$ cat src/hdl/sot_pkg.sv
package sot_pkg;

   localparam int COUNT_WIDTH = 16;
   localparam logic [32:0] COUNT_MAX = (33'd1 << COUNT_WIDTH) - 33'd1;

   localparam int ADDR_WIDTH = 4;
   localparam int DATA_WIDTH = 32;

   localparam logic [1:0] REG_BIT_DELAY    = 2'd0;
   localparam logic [1:0] REG_PACKET_DELAY = 2'd1;
   localparam logic [1:0] REG_LEAD_DELAY   = 2'd2;
   localparam logic [1:0] REG_REPEAT_COUNT = 2'd3;

   localparam logic [15:0] BIT_DELAY_RESET    = 16'd84;
   localparam logic [15:0] PACKET_DELAY_RESET = 16'd1000;
   localparam logic [7:0]  LEAD_DELAY_RESET   = 8'd10;
   localparam logic [3:0]  REPEAT_COUNT_RESET = 4'd3;

   localparam logic [15:0] PREAMBLE = 16'hF000;
   localparam logic [3:0]  LAST_BIT = 4'd15;

   localparam logic [2:0] PH_IDLE = 3'd0;
   localparam logic [2:0] PH_LEAD = 3'd1;
   localparam logic [2:0] PH_HIGH = 3'd2;
   localparam logic [2:0] PH_LOW  = 3'd3;
   localparam logic [2:0] PH_GAP  = 3'd4;

   typedef logic [COUNT_WIDTH-1:0] count_type;

   function automatic count_type sat_count(input logic [15:0] v);
      logic [32:0] ext;
      ext = {17'd0, v};
      if (ext > COUNT_MAX) begin
         return COUNT_MAX[COUNT_WIDTH-1:0];
      end
      return ext[COUNT_WIDTH-1:0];
   endfunction

   function automatic logic [15:0] encode_word(input logic [6:0] data);
      logic [15:0] w;
      logic c4, c3, c2, c1, c0;
      w  = PREAMBLE | {4'd0, data, 5'd0};
      c4 = w[11] ^ w[10] ^ w[9];
      c3 = w[8] ^ w[7] ^ w[6];
      c2 = w[11] ^ w[10] ^ w[8] ^ w[7] ^ w[5];
      c1 = w[11] ^ w[9] ^ w[8] ^ w[6] ^ w[5];
      c0 = (^w[11:5]) ^ c4 ^ c3 ^ c2 ^ c1;
      return {w[15:5], c4, c3, c2, c1, c0};
   endfunction

endpackage

$ cat src/hdl/sot_if.sv
interface sot_req_if;
   logic       valid;
   logic       ready;
   logic       op;
   logic [6:0] payload;

   modport source (output valid, output op, output payload, input ready);
   modport sink (input valid, input op, input payload, output ready);
endinterface

interface sot_rsp_if;
   logic        valid;
   logic        ready;
   logic        tx_level;
   logic        busy_res;
   logic        frame_done;
   logic        start_rejected;
   logic [15:0] encoded_word;

   modport source (output valid, output tx_level, output busy_res, output frame_done,
                   output start_rejected, output encoded_word, input ready);
   modport sink (input valid, input tx_level, input busy_res, input frame_done,
                 input start_rejected, input encoded_word, output ready);
endinterface

$ cat src/hdl/secded_ook_packet_transmitter.sv
// Channel  Direction  Fields
// req_ch   in         op, payload
// rsp_ch   out        tx_level, busy_res, frame_done, start_rejected, encoded_word
// csr      APB        bit_delay, packet_delay, lead_delay, repeat_count
//
// One item is accepted per clock while the result register is empty or being drained.
// Reset is synchronous and returns the registers to their defaults and the sequencer to idle.
// A stalled result holds req_ch.ready low until it is taken.
module secded_ook_packet_transmitter (
   input  logic                            clock,
   input  logic                            reset,
   sot_req_if.sink                         req_ch,
   sot_rsp_if.source                       rsp_ch,
   input  logic                            psel,
   input  logic                            penable,
   input  logic                            pwrite,
   input  logic [sot_pkg::ADDR_WIDTH-1:0]  paddr,
   input  logic [sot_pkg::DATA_WIDTH-1:0]  pwdata,
   output logic [sot_pkg::DATA_WIDTH-1:0]  prdata,
   output logic                            pready
);

   logic [15:0] bit_delay_ff;
   logic [15:0] packet_delay_ff;
   logic [7:0]  lead_delay_ff;
   logic [3:0]  repeat_count_ff;

   logic [2:0]           phase_ff, phase_in;
   sot_pkg::count_type   count_ff, count_in;
   logic [3:0]           bit_index_ff, bit_index_in;
   logic [3:0]           packet_count_ff, packet_count_in;
   logic [15:0]          word_ff, word_in;

   logic        rsp_valid_ff;
   logic        level_ff, level_in;
   logic        busy_ff, busy_in;
   logic        done_ff, done_in;
   logic        rej_ff, rej_in;
   logic [15:0] word_out_ff;

   logic               accept;
   logic               csr_write;
   logic               busy_now;
   logic               cur_level;
   logic               gap_end;
   logic [3:0]         reps;
   logic [3:0]         pc_next;
   sot_pkg::count_type bit_len;
   sot_pkg::count_type lead_len;
   sot_pkg::count_type gap_len;
   sot_pkg::count_type count_dec;
   logic [2:0]         lead_phase;
   sot_pkg::count_type lead_cnt;

   assign pready    = 1'b1;
   assign csr_write = psel && penable && pwrite;

   always_ff @(posedge clock) begin
      if (reset) begin
         bit_delay_ff    <= sot_pkg::BIT_DELAY_RESET;
         packet_delay_ff <= sot_pkg::PACKET_DELAY_RESET;
         lead_delay_ff   <= sot_pkg::LEAD_DELAY_RESET;
         repeat_count_ff <= sot_pkg::REPEAT_COUNT_RESET;
      end else if (csr_write) begin
         case (paddr[3:2])
            sot_pkg::REG_BIT_DELAY: begin
               bit_delay_ff <= pwdata[15:0];
            end
            sot_pkg::REG_PACKET_DELAY: begin
               packet_delay_ff <= pwdata[15:0];
            end
            sot_pkg::REG_LEAD_DELAY: begin
               lead_delay_ff <= pwdata[7:0];
            end
            sot_pkg::REG_REPEAT_COUNT: begin
               repeat_count_ff <= pwdata[3:0];
            end
            default: begin
            end
         endcase
      end
   end

   always_comb begin
      case (paddr[3:2])
         sot_pkg::REG_BIT_DELAY:    prdata = {16'd0, bit_delay_ff};
         sot_pkg::REG_PACKET_DELAY: prdata = {16'd0, packet_delay_ff};
         sot_pkg::REG_LEAD_DELAY:   prdata = {24'd0, lead_delay_ff};
         sot_pkg::REG_REPEAT_COUNT: prdata = {28'd0, repeat_count_ff};
         default:                   prdata = '0;
      endcase
   end

   assign req_ch.ready = !rsp_valid_ff || rsp_ch.ready;
   assign accept       = req_ch.valid && req_ch.ready;

   assign bit_len    = sot_pkg::sat_count((bit_delay_ff == 16'd0) ? 16'd1 : bit_delay_ff);
   assign lead_len   = sot_pkg::sat_count({8'd0, lead_delay_ff});
   assign gap_len    = sot_pkg::sat_count(packet_delay_ff);
   assign reps       = (repeat_count_ff == 4'd0) ? 4'd1 : repeat_count_ff;
   assign lead_phase = (lead_len == '0) ? sot_pkg::PH_HIGH : sot_pkg::PH_LEAD;
   assign lead_cnt   = (lead_len == '0) ? bit_len : lead_len;
   assign busy_now   = (phase_ff >= sot_pkg::PH_LEAD) && (phase_ff <= sot_pkg::PH_GAP);
   assign cur_level  = (phase_ff == sot_pkg::PH_HIGH) && word_ff[bit_index_ff];
   assign count_dec  = (count_ff != '0) ? count_ff - 1'b1 : count_ff;
   assign pc_next    = packet_count_ff + 4'd1;

   always_comb begin
      phase_in        = phase_ff;
      count_in        = count_ff;
      bit_index_in    = bit_index_ff;
      packet_count_in = packet_count_ff;
      word_in         = word_ff;
      level_in        = 1'b0;
      busy_in         = 1'b0;
      done_in         = 1'b0;
      rej_in          = 1'b0;
      gap_end         = 1'b0;
      if (req_ch.op) begin
         busy_in = 1'b1;
         if (busy_now) begin
            rej_in   = 1'b1;
            level_in = cur_level;
         end else begin
            word_in         = sot_pkg::encode_word(req_ch.payload);
            bit_index_in    = sot_pkg::LAST_BIT;
            packet_count_in = 4'd0;
            phase_in        = lead_phase;
            count_in        = lead_cnt;
            level_in        = (lead_phase == sot_pkg::PH_HIGH) && word_in[sot_pkg::LAST_BIT];
         end
      end else if (busy_now) begin
         busy_in  = 1'b1;
         level_in = cur_level;
         count_in = count_dec;
         if (count_dec == '0) begin
            case (phase_ff)
               sot_pkg::PH_LEAD: begin
                  phase_in = sot_pkg::PH_HIGH;
                  count_in = bit_len;
               end
               sot_pkg::PH_HIGH: begin
                  phase_in = sot_pkg::PH_LOW;
                  count_in = bit_len;
               end
               sot_pkg::PH_LOW: begin
                  if (bit_index_ff != 4'd0) begin
                     bit_index_in = bit_index_ff - 4'd1;
                     phase_in     = lead_phase;
                     count_in     = lead_cnt;
                  end else begin
                     phase_in = sot_pkg::PH_GAP;
                     count_in = gap_len;
                     gap_end  = (gap_len == '0);
                  end
               end
               sot_pkg::PH_GAP: begin
                  gap_end = 1'b1;
               end
               default: begin
               end
            endcase
            if (gap_end) begin
               packet_count_in = pc_next;
               bit_index_in    = sot_pkg::LAST_BIT;
               if (pc_next >= reps) begin
                  phase_in = sot_pkg::PH_IDLE;
                  count_in = '0;
                  done_in  = 1'b1;
               end else begin
                  phase_in = lead_phase;
                  count_in = lead_cnt;
               end
            end
         end
      end
   end

   always_ff @(posedge clock) begin
      if (reset) begin
         phase_ff        <= sot_pkg::PH_IDLE;
         count_ff        <= '0;
         bit_index_ff    <= sot_pkg::LAST_BIT;
         packet_count_ff <= 4'd0;
         word_ff         <= 16'd0;
         rsp_valid_ff    <= 1'b0;
      end else begin
         if (accept) begin
            phase_ff        <= phase_in;
            count_ff        <= count_in;
            bit_index_ff    <= bit_index_in;
            packet_count_ff <= packet_count_in;
            word_ff         <= word_in;
            rsp_valid_ff    <= 1'b1;
         end else if (rsp_ch.ready) begin
            rsp_valid_ff <= 1'b0;
         end
      end
   end

   always_ff @(posedge clock) begin
      if (accept) begin
         level_ff    <= level_in;
         busy_ff     <= busy_in;
         done_ff     <= done_in;
         rej_ff      <= rej_in;
         word_out_ff <= word_in;
      end
   end

   assign rsp_ch.valid          = rsp_valid_ff;
   assign rsp_ch.tx_level       = level_ff;
   assign rsp_ch.busy_res       = busy_ff;
   assign rsp_ch.frame_done     = done_ff;
   assign rsp_ch.start_rejected = rej_ff;
   assign rsp_ch.encoded_word   = word_out_ff;

   a_done_busy: assert property (@(posedge clock) disable iff (reset)
      rsp_valid_ff && done_ff |-> busy_ff)
      else $error("frame_done without busy_res");

   a_rej_busy: assert property (@(posedge clock) disable iff (reset)
      rsp_valid_ff && (rej_ff || level_ff) |-> busy_ff)
      else $error("rejected start or high level while not busy");

   a_done_idle: assert property (@(posedge clock) disable iff (reset)
      accept && done_in |=> phase_ff == sot_pkg::PH_IDLE)
      else $error("sequencer not idle after frame end");

   a_stall_blocks: assert property (@(posedge clock) disable iff (reset)
      rsp_valid_ff && !rsp_ch.ready |-> !req_ch.ready)
      else $error("item accepted while result stalled");

endmodule
$ cat src/flat_wrapper.sv
// flat-port wrapper written by rule: the top's interface ports become plain ports
module secded_ook_packet_transmitter_flat 
  (clock, reset, psel, penable, pwrite, paddr, pwdata, prdata, pready, req_ch_valid, req_ch_op, req_ch_payload, req_ch_ready, rsp_ch_valid, rsp_ch_tx_level, rsp_ch_busy_res, rsp_ch_frame_done, rsp_ch_start_rejected, rsp_ch_encoded_word, rsp_ch_ready);
  sot_req_if req_ch_i ();
  sot_rsp_if rsp_ch_i ();
  input  logic clock;
  input  logic reset;
  input  logic psel;
  input  logic penable;
  input  logic pwrite;
  input  logic [sot_pkg::ADDR_WIDTH-1:0] paddr;
  input  logic [sot_pkg::DATA_WIDTH-1:0] pwdata;
  output logic [sot_pkg::DATA_WIDTH-1:0] prdata;
  output logic pready;
  input wire logic [$bits(req_ch_i.valid)-1:0] req_ch_valid;
  input wire logic [$bits(req_ch_i.op)-1:0] req_ch_op;
  input wire logic [$bits(req_ch_i.payload)-1:0] req_ch_payload;
  output wire logic [$bits(req_ch_i.ready)-1:0] req_ch_ready;
  output wire logic [$bits(rsp_ch_i.valid)-1:0] rsp_ch_valid;
  output wire logic [$bits(rsp_ch_i.tx_level)-1:0] rsp_ch_tx_level;
  output wire logic [$bits(rsp_ch_i.busy_res)-1:0] rsp_ch_busy_res;
  output wire logic [$bits(rsp_ch_i.frame_done)-1:0] rsp_ch_frame_done;
  output wire logic [$bits(rsp_ch_i.start_rejected)-1:0] rsp_ch_start_rejected;
  output wire logic [$bits(rsp_ch_i.encoded_word)-1:0] rsp_ch_encoded_word;
  input wire logic [$bits(rsp_ch_i.ready)-1:0] rsp_ch_ready;
  assign req_ch_i.valid = req_ch_valid;
  assign req_ch_i.op = req_ch_op;
  assign req_ch_i.payload = req_ch_payload;
  assign req_ch_ready = req_ch_i.ready;
  assign rsp_ch_valid = rsp_ch_i.valid;
  assign rsp_ch_tx_level = rsp_ch_i.tx_level;
  assign rsp_ch_busy_res = rsp_ch_i.busy_res;
  assign rsp_ch_frame_done = rsp_ch_i.frame_done;
  assign rsp_ch_start_rejected = rsp_ch_i.start_rejected;
  assign rsp_ch_encoded_word = rsp_ch_i.encoded_word;
  assign rsp_ch_i.ready = rsp_ch_ready;
  secded_ook_packet_transmitter u_core (.clock(clock), .reset(reset), .req_ch(req_ch_i), .rsp_ch(rsp_ch_i), .psel(psel), .penable(penable), .pwrite(pwrite), .paddr(paddr), .pwdata(pwdata), .prdata(prdata), .pready(pready));
endmodule
$ cat config.mk
export PLATFORM = sky130hd
export DESIGN_NAME = secded_ook_packet_transmitter_flat
export DESIGN_NICKNAME = d
export VERILOG_FILES = /design/src/hdl/sot_pkg.sv /design/src/hdl/sot_if.sv /design/src/hdl/secded_ook_packet_transmitter.sv /design/src/flat_wrapper.sv
export SDC_FILE = /design/constraint.sdc
export NUM_CORES = 1
export LEC_CHECK = 0
export BUFFER_PORTS_ARGS = -buffer_cell sky130_fd_sc_hd__buf_2
export CAP_MARGIN = 20
export CORE_ASPECT_RATIO = 0.9
export CORE_MARGIN = 1
export CORE_UTILIZATION = 55
export CTS_CLUSTER_DIAMETER = 200
export DETAILED_ROUTE_END_ITERATION = 7
export PLACE_DENSITY = 0.78
export SYNTH_ARGS = -nofsm -noshare
export SYNTH_HDL_FRONTEND = slang
export SYNTH_SLANG_ARGS = --single-unit
$ cat constraint.sdc
create_clock -name clock -period 4.8 [get_ports clock]
set_input_delay 0.72 -clock clock [delete_from_list [all_inputs] [get_ports clock]]
set_output_delay 0.72 -clock clock [all_outputs]
set_load 0.02 [all_outputs]
# Word level (Yosys, flattened, before mapping)
# Index checks and enable logic that the tools add are counted.
classes:
  bitwise_logic: 18
  reduce_logical: 33
  n_lt_le_gt_ge: 4
  n_mux: 50
  addsub: 3
  eq_ne: 9
ops:
  columns: ["op", "count"]
  rows:
  - ["16-bit 2-to-1 mux", 12]
  - ["32-bit case mux with 4 select lines", 1]
  - ["16-bit logical NOT", 4]
  - ["4-bit 2-to-1 mux", 13]
  - ["16-bit case mux with 2 select lines", 1]
  - ["3-bit 2-to-1 mux", 7]
  - ["16-bit nonzero test", 1]
  - ["16-bit by 1-bit subtractor with 16-bit output, second input constant", 1]
  - ["1-bit XOR", 15]
  - ["1-bit 2-to-1 mux", 12]
  - ["5-bit AND reduction", 2]
  - ["3-bit by 2-bit equality test with 1-bit output, second input constant", 3]
  - ["3-bit case mux with 3 select lines", 1]
  - ["2-bit AND reduction", 4]
  - ["2-bit nonzero test", 4]
  - ["7-bit parity", 1]
  - ["6-bit AND reduction", 1]
  - ["3-bit nonzero test", 2]
  - ["1-bit logical AND", 5]
  - ["4-bit by 5-bit less-than comparator with 1-bit output, second input constant", 1]
  - ["5-bit nonzero test", 1]
  - ["4-bit by 1-bit adder with 4-bit output, second input constant", 1]
  - ["1-bit binary-select mux with 4-bit select", 1]
  - ["2-bit equality test, second input constant", 2]
  - ["other kinds (19)", 21]
totals:
  elab_cells: 132
  register_bits: 108
  output_inout_bits: 55
  in_bits: 51

# Longest topological paths before layout
logic_depth:
  ltp_word: 10
  ltp_mapped: 11
  depth_no_buf: 10

# Least setup slack after synthesis
# OpenSTA, ideal clock, no wires.
synth_path:
  kind: "register to register"
  startpoint: "register u_core.count_ff[0]"
  endpoint: "register u_core.packet_count_ff[0]"
  setup_ps: 121
  n_path_buf: 2
  arrival_ps: 2667
  slack_ps: 2013
  period_less_slack_ps: 2787
  path_stages_with_launch: 12
  required_time_ps: 4679
  path_cell_list: "dfxtp_1 > inv_1 > ha_1 > or3b_1 > clkbuf_1 > or3_1 > o221a_2 > and4_1 > and4_2 > buf_2 > and3_1 > mux2_2"
synth_via:
  elab_chain_len: 5
  word_cells_on_any_way: 6
  classes_between: "add/sub: 1; mux: 1; reduce/logical: 4"
synth_rtl:
  columns: ["item", "line_no", "rtl"]
  rows:
  - ["start: declaration", "secded_ook_packet_transmitter.sv:29", "sot_pkg::count_type count_ff, count_in;"]
  - ["start signal: assignment", "secded_ook_packet_transmitter.sv:190", "count_ff <= count_in;"]
  - ["16-bit by 1-bit subtractor with 16-bit output / 16-bit nonzero test (equally long branches)", "secded_ook_packet_transmitter.sv:105", "assign count_dec = (count_ff != '0) ? count_ff - 1'b1 : count_ff;"]
  - ["16-bit 2-to-1 mux *", "secded_ook_packet_transmitter.sv:105", null]
  - ["16-bit logical NOT *", "secded_ook_packet_transmitter.sv:136", "if (count_dec == '0) begin"]
  - ["2-bit nonzero test (no source line) *", null, null]
  - ["5-bit AND reduction (no source line) *", null, null]
  - ["end signal: assignment", "secded_ook_packet_transmitter.sv:192", "packet_count_ff <= packet_count_in;"]
  - ["end: declaration", "secded_ook_packet_transmitter.sv:31", "logic [3:0] packet_count_ff, packet_count_in;"]
# Every way passes the cells marked *; elsewhere a longest branch is shown, timed or not.
# A chain may end at the register's enable or synchronous reset.

# Final worst setup path
layout_path:
  startpoint: "register u_core.count_ff[0]"
  endpoint: "register u_core.phase_ff[2]"
layout_via:
  elab_chain_len: 5
  word_cells_on_any_way: 6
  classes_between: "add/sub: 1; mux: 1; reduce/logical: 4"
layout_rtl:
  columns: ["item", "line_no", "rtl"]
  rows:
  - ["16-bit by 1-bit subtractor with 16-bit output / 16-bit nonzero test (equally long branches)", "secded_ook_packet_transmitter.sv:105", null]
  - ["16-bit 2-to-1 mux *", "secded_ook_packet_transmitter.sv:105", null]
  - ["16-bit logical NOT *", "secded_ook_packet_transmitter.sv:136", null]
  - ["2-bit nonzero test (no source line) *", null, null]
  - ["5-bit AND reduction (no source line) *", null, null]
  - ["end signal: assignment", "secded_ook_packet_transmitter.sv:181", "phase_ff <= sot_pkg::PH_IDLE;"]
  - ["end signal: assignment", "secded_ook_packet_transmitter.sv:189", "phase_ff <= phase_in;"]
  - ["end: declaration", "secded_ook_packet_transmitter.sv:28", "logic [2:0] phase_ff, phase_in;"]
# Marks and branches as above.

==> metrics.cfg <==
[cts]
cts_buffers=9
cts.sinks=108
cts_tree=done
htreeDepth=3
worstSkewPairLatency_ns=0.35
hold_buffers=0
cts.clk_slew.worst_paths_ns=0.08
clk_path_buf_depth=2
cts_resized=0
cts_setup_buffers=0
root_buffer=clkbuf_16

[worst_setup_path]
timing.rr.end=u_core.phase_ff[2]
worst-path-buf-inv=2
crit_chain=inv_1 > ha_1 > nor3b_1 > nand4_1 > mux2_2 > nor4b_4 > a31oi_1 > buf_4 > or4b_1 > a21oi_1
crit_start=u_core.count_ff[0]
critical_path_class=flip-flop to flip-flop
crit_path_end_kind=flip-flop
crit_path_max_fanout=12
cp_slowest_stage_delay_ns=0.74
ff2ff_setup_slack_ns=1.25
crit_family=simple AND/OR/NAND/NOR gates
reg2reg_depth=10
cp_slowest_cell=nor3b_1
worstPathArrival_ns=3.82
critical_path.endpoint=u_core.phase_ff[2]
required_ns=5.07
timing.rr.start=u_core.count_ff[0]
critical_path_depth=10
critPathLaunchType=flip-flop

[route]
routedWlPerCell_um=18.4
drt.antenna.violating_nets=0
drt_first_pass_iters=8
vias_per_cell=6.22
drc_errors=0
drt_iter0_drc=706
drt-total-wl_um=17200
routed-via-count=5807

[yosys]
yosys_warnings=0
synth_area_per_cell_um2=8.44
synth_simple_gate_area_frac=0.248
synthAdderAreaFrac=0.0201
ys.flop_type=dfxtp_1
async_flop_share=0
synth_compound_area_frac=0.169
ys_ff_latch=108
synth_xor_xnor_area_share=0.0281
synth-seq-area-share=0.379
syn-instance-count=738
ys_types=79
muxShareOfSynthArea=0.0908
synth_edf_count=20
synth_top_family_by_area=simple AND/OR/NAND/NOR gates
synth.cell_area_um2=6230

[min_path]
hold_start=u_core.word_ff[8]
hold_path_depth=2
worstHoldPathType=flip-flop to flip-flop

[sta]
hold_violations=0
fin_crit_sh=0.740
grt_setup_unrepaired=no
timing.final.crit_period_ns=3.55
final_max_slew_viol_count=0
skew_ns=0.00948
timing.setup.tns_ns=0
worst-slew-pin-transition_ns=0.970
fmax_mhz=282
timing.slew.headroom=0.351
setup_viol=0

[place]
placed_area_um2=6540
hpwl_um=12200
portBuffers=70
placed_cells=917
routabilityCongestion=0.930

[die]
die-width_um=114
start_util=0.569
rows=36
core_um2=10900
dieArea_um2=11800
dieHeight_um=103
io_pins=106

[power_and_ir_drop]
leakage_nw=2.71
vdd_ir_drop_max_uv=206
power.density_nw_per_um2=351

[final_layout]
layoutNonFillerInstCount=934
syn_to_final_growth_pct=9.96
drive_above_1_share=0.169
layout.nets=838
fin_area_um2=6850
num_antenna_cells=0
fillerInstances=966
fin_util=0.626

[grt]
overflow=0
antenna_found_initial=0
first_global_vias=5165
grtUsageTotal=0.293
grt_max_degree=51
grt_pass1_wl_um=27000

[job]
max_cap_violations=0

[run_status]
status=complete, no violations

-- tightest hold or removal path, stage by stage, from the launching register on --
cell	delay, ns
dfxtp_1	0.32
nand2_1	0.05
a21oi_1	0.05
-- metrics by stage --
stage                     power, mW  hold WS, ns  setup slack (ns)
final                          2.40        0.474              1.25
after global routing           2.51        0.507              1.11
after CTS                      2.40        0.474              1.15
after detailed placement       1.65        0.463              1.15
after global placement         1.63        0.454              1.37
after floorplan                1.52        0.443              2.01
-- sequential cells by signal, summed over array words and instances, names as in the netlist, 4 cells and up --
register                    count
u_core.bit_delay_ff            16
u_core.count_ff                16
u_core.gap_len                 16
u_core.rsp_ch.encoded_word     16
u_core.word_ff                 16
u_core.lead_delay_ff            8
u_core.bit_index_ff             4
u_core.packet_count_ff          4
u_core.repeat_count_ff          4
-- layout by cell type (no fill, tap or decap), types with 4 or more instances in the layout --
cell type	count
a22o_1	11
clkbuf_16	10
dfxtp_1	88
nor2_1	72
a311oi_1	7
nand3b_1	6
buf_2	70
conb_1	17
a21oi_1	56
or3_1	5
a31oi_1	10
xnor2_1	11
o21ai_0	23
ha_1	10
nand2_1	123
nor2b_1	4
nand2b_1	11
nor3_1	14
nor4_1	18
nand4_1	6
mux2_2	10
buf_4	5
mux2i_1	25
edfxtp_1	20
xor2_1	9
o22ai_1	7
a22oi_1	4
inv_1	18
and3_1	6
mux4_2	9
nand3_1	15
-- where the power goes --
group / switching (mW) / internal [mW]
sequential: 0.0535 / 0.974
combinational: 0.379 / 0.238
clock: 0.363 / 0.396
total: 0.795 / 1.61
-- kinds of logic (layout without fill, tap and decap cells) --
logic type | after synthesis | after routing
adder cells (fa/ha/maj) | 10 | 10
buffers and inverters | 82 | 111
AO/OA/AOI/OAI | 160 | 160
AND/OR/NAND/NOR | 312 | 312
other | 2 | 17
XOR/XNOR | 20 | 20
flip-flops | 108 | 108
multiplexers | 44 | 44
-- routing by layer --
metal / wire length [um] / GRT usage / vias to the layer above
li1: - / - / 2705
met1: 7690 / 0.433 / 2758
met2: 7690 / 0.446 / 312
met3: 1500 / 0.0359 / 32
met4: 322 / 0.0959 / 0
met5: 0 / 0 / -
-- how the worst min path moves through the flow --
stage                    endpoint  slack [ns]
4_1_cts         u_core.word_ff[8]        0.47
5_1_grt         u_core.word_ff[0]        0.51
6_report        u_core.word_ff[8]        0.47
2_1_floorplan  u_core.word_ff[10]        0.44
3_5_place_dp    u_core.word_ff[8]        0.46
3_3_place_gp   u_core.word_ff[11]        0.45
-- synthesized netlist by cell type (all sizes together), types with 3 or more instances --
| cell | instances | area share |
|---|---|---|
| a41o | 3 | 0.0048 |
| mux2i | 25 | 0.040 |
| or3 | 6 | 0.0062 |
| a31oi | 11 | 0.012 |
| o21a | 3 | 0.0036 |
| nor2b | 4 | 0.0040 |
| buf | 28 | 0.031 |
| and3 | 8 | 0.0084 |
| a211o | 3 | 0.0042 |
| nand3 | 15 | 0.012 |
| a221oi | 3 | 0.0042 |
| nand4 | 6 | 0.0060 |
| a31o | 3 | 0.0042 |
| o21ai | 24 | 0.019 |
| clkbuf | 34 | 0.020 |
| mux2 | 10 | 0.018 |
| xnor2 | 11 | 0.015 |
| nand2 | 124 | 0.075 |
| a22o | 11 | 0.015 |
| xor2 | 9 | 0.013 |
| nor3 | 15 | 0.013 |
| a311oi | 7 | 0.0098 |
| o211ai | 3 | 0.0036 |
| mux4 | 9 | 0.033 |
| nor4 | 22 | 0.029 |
| inv | 18 | 0.011 |
| nor4b | 3 | 0.0066 |
| a21oi | 56 | 0.045 |
| or4 | 4 | 0.0054 |
| edfxtp | 20 | 0.096 |
| o22ai | 7 | 0.0070 |
| a22oi | 4 | 0.0048 |
| nand3b | 6 | 0.0072 |
| dfxtp | 88 | 0.28 |
| nand2b | 11 | 0.011 |
| and2 | 3 | 0.0030 |
| or3b | 4 | 0.0056 |
| a41oi | 3 | 0.0042 |
| ha | 10 | 0.020 |
| nor2 | 72 | 0.043 |
-- area by class of cell --
cell class	count	area [um2]	area share
multi-input cells	563	3530	0.515
flip-flops and latches	108	2360	0.345
repair buffers	75	388	0.0566
clock buffers	11	254	0.0371
well taps	152	190	0.0278
inverters	20	75.1	0.0110
clock inverters	5	51.3	0.00749
(Power assumes the default switching activity.)
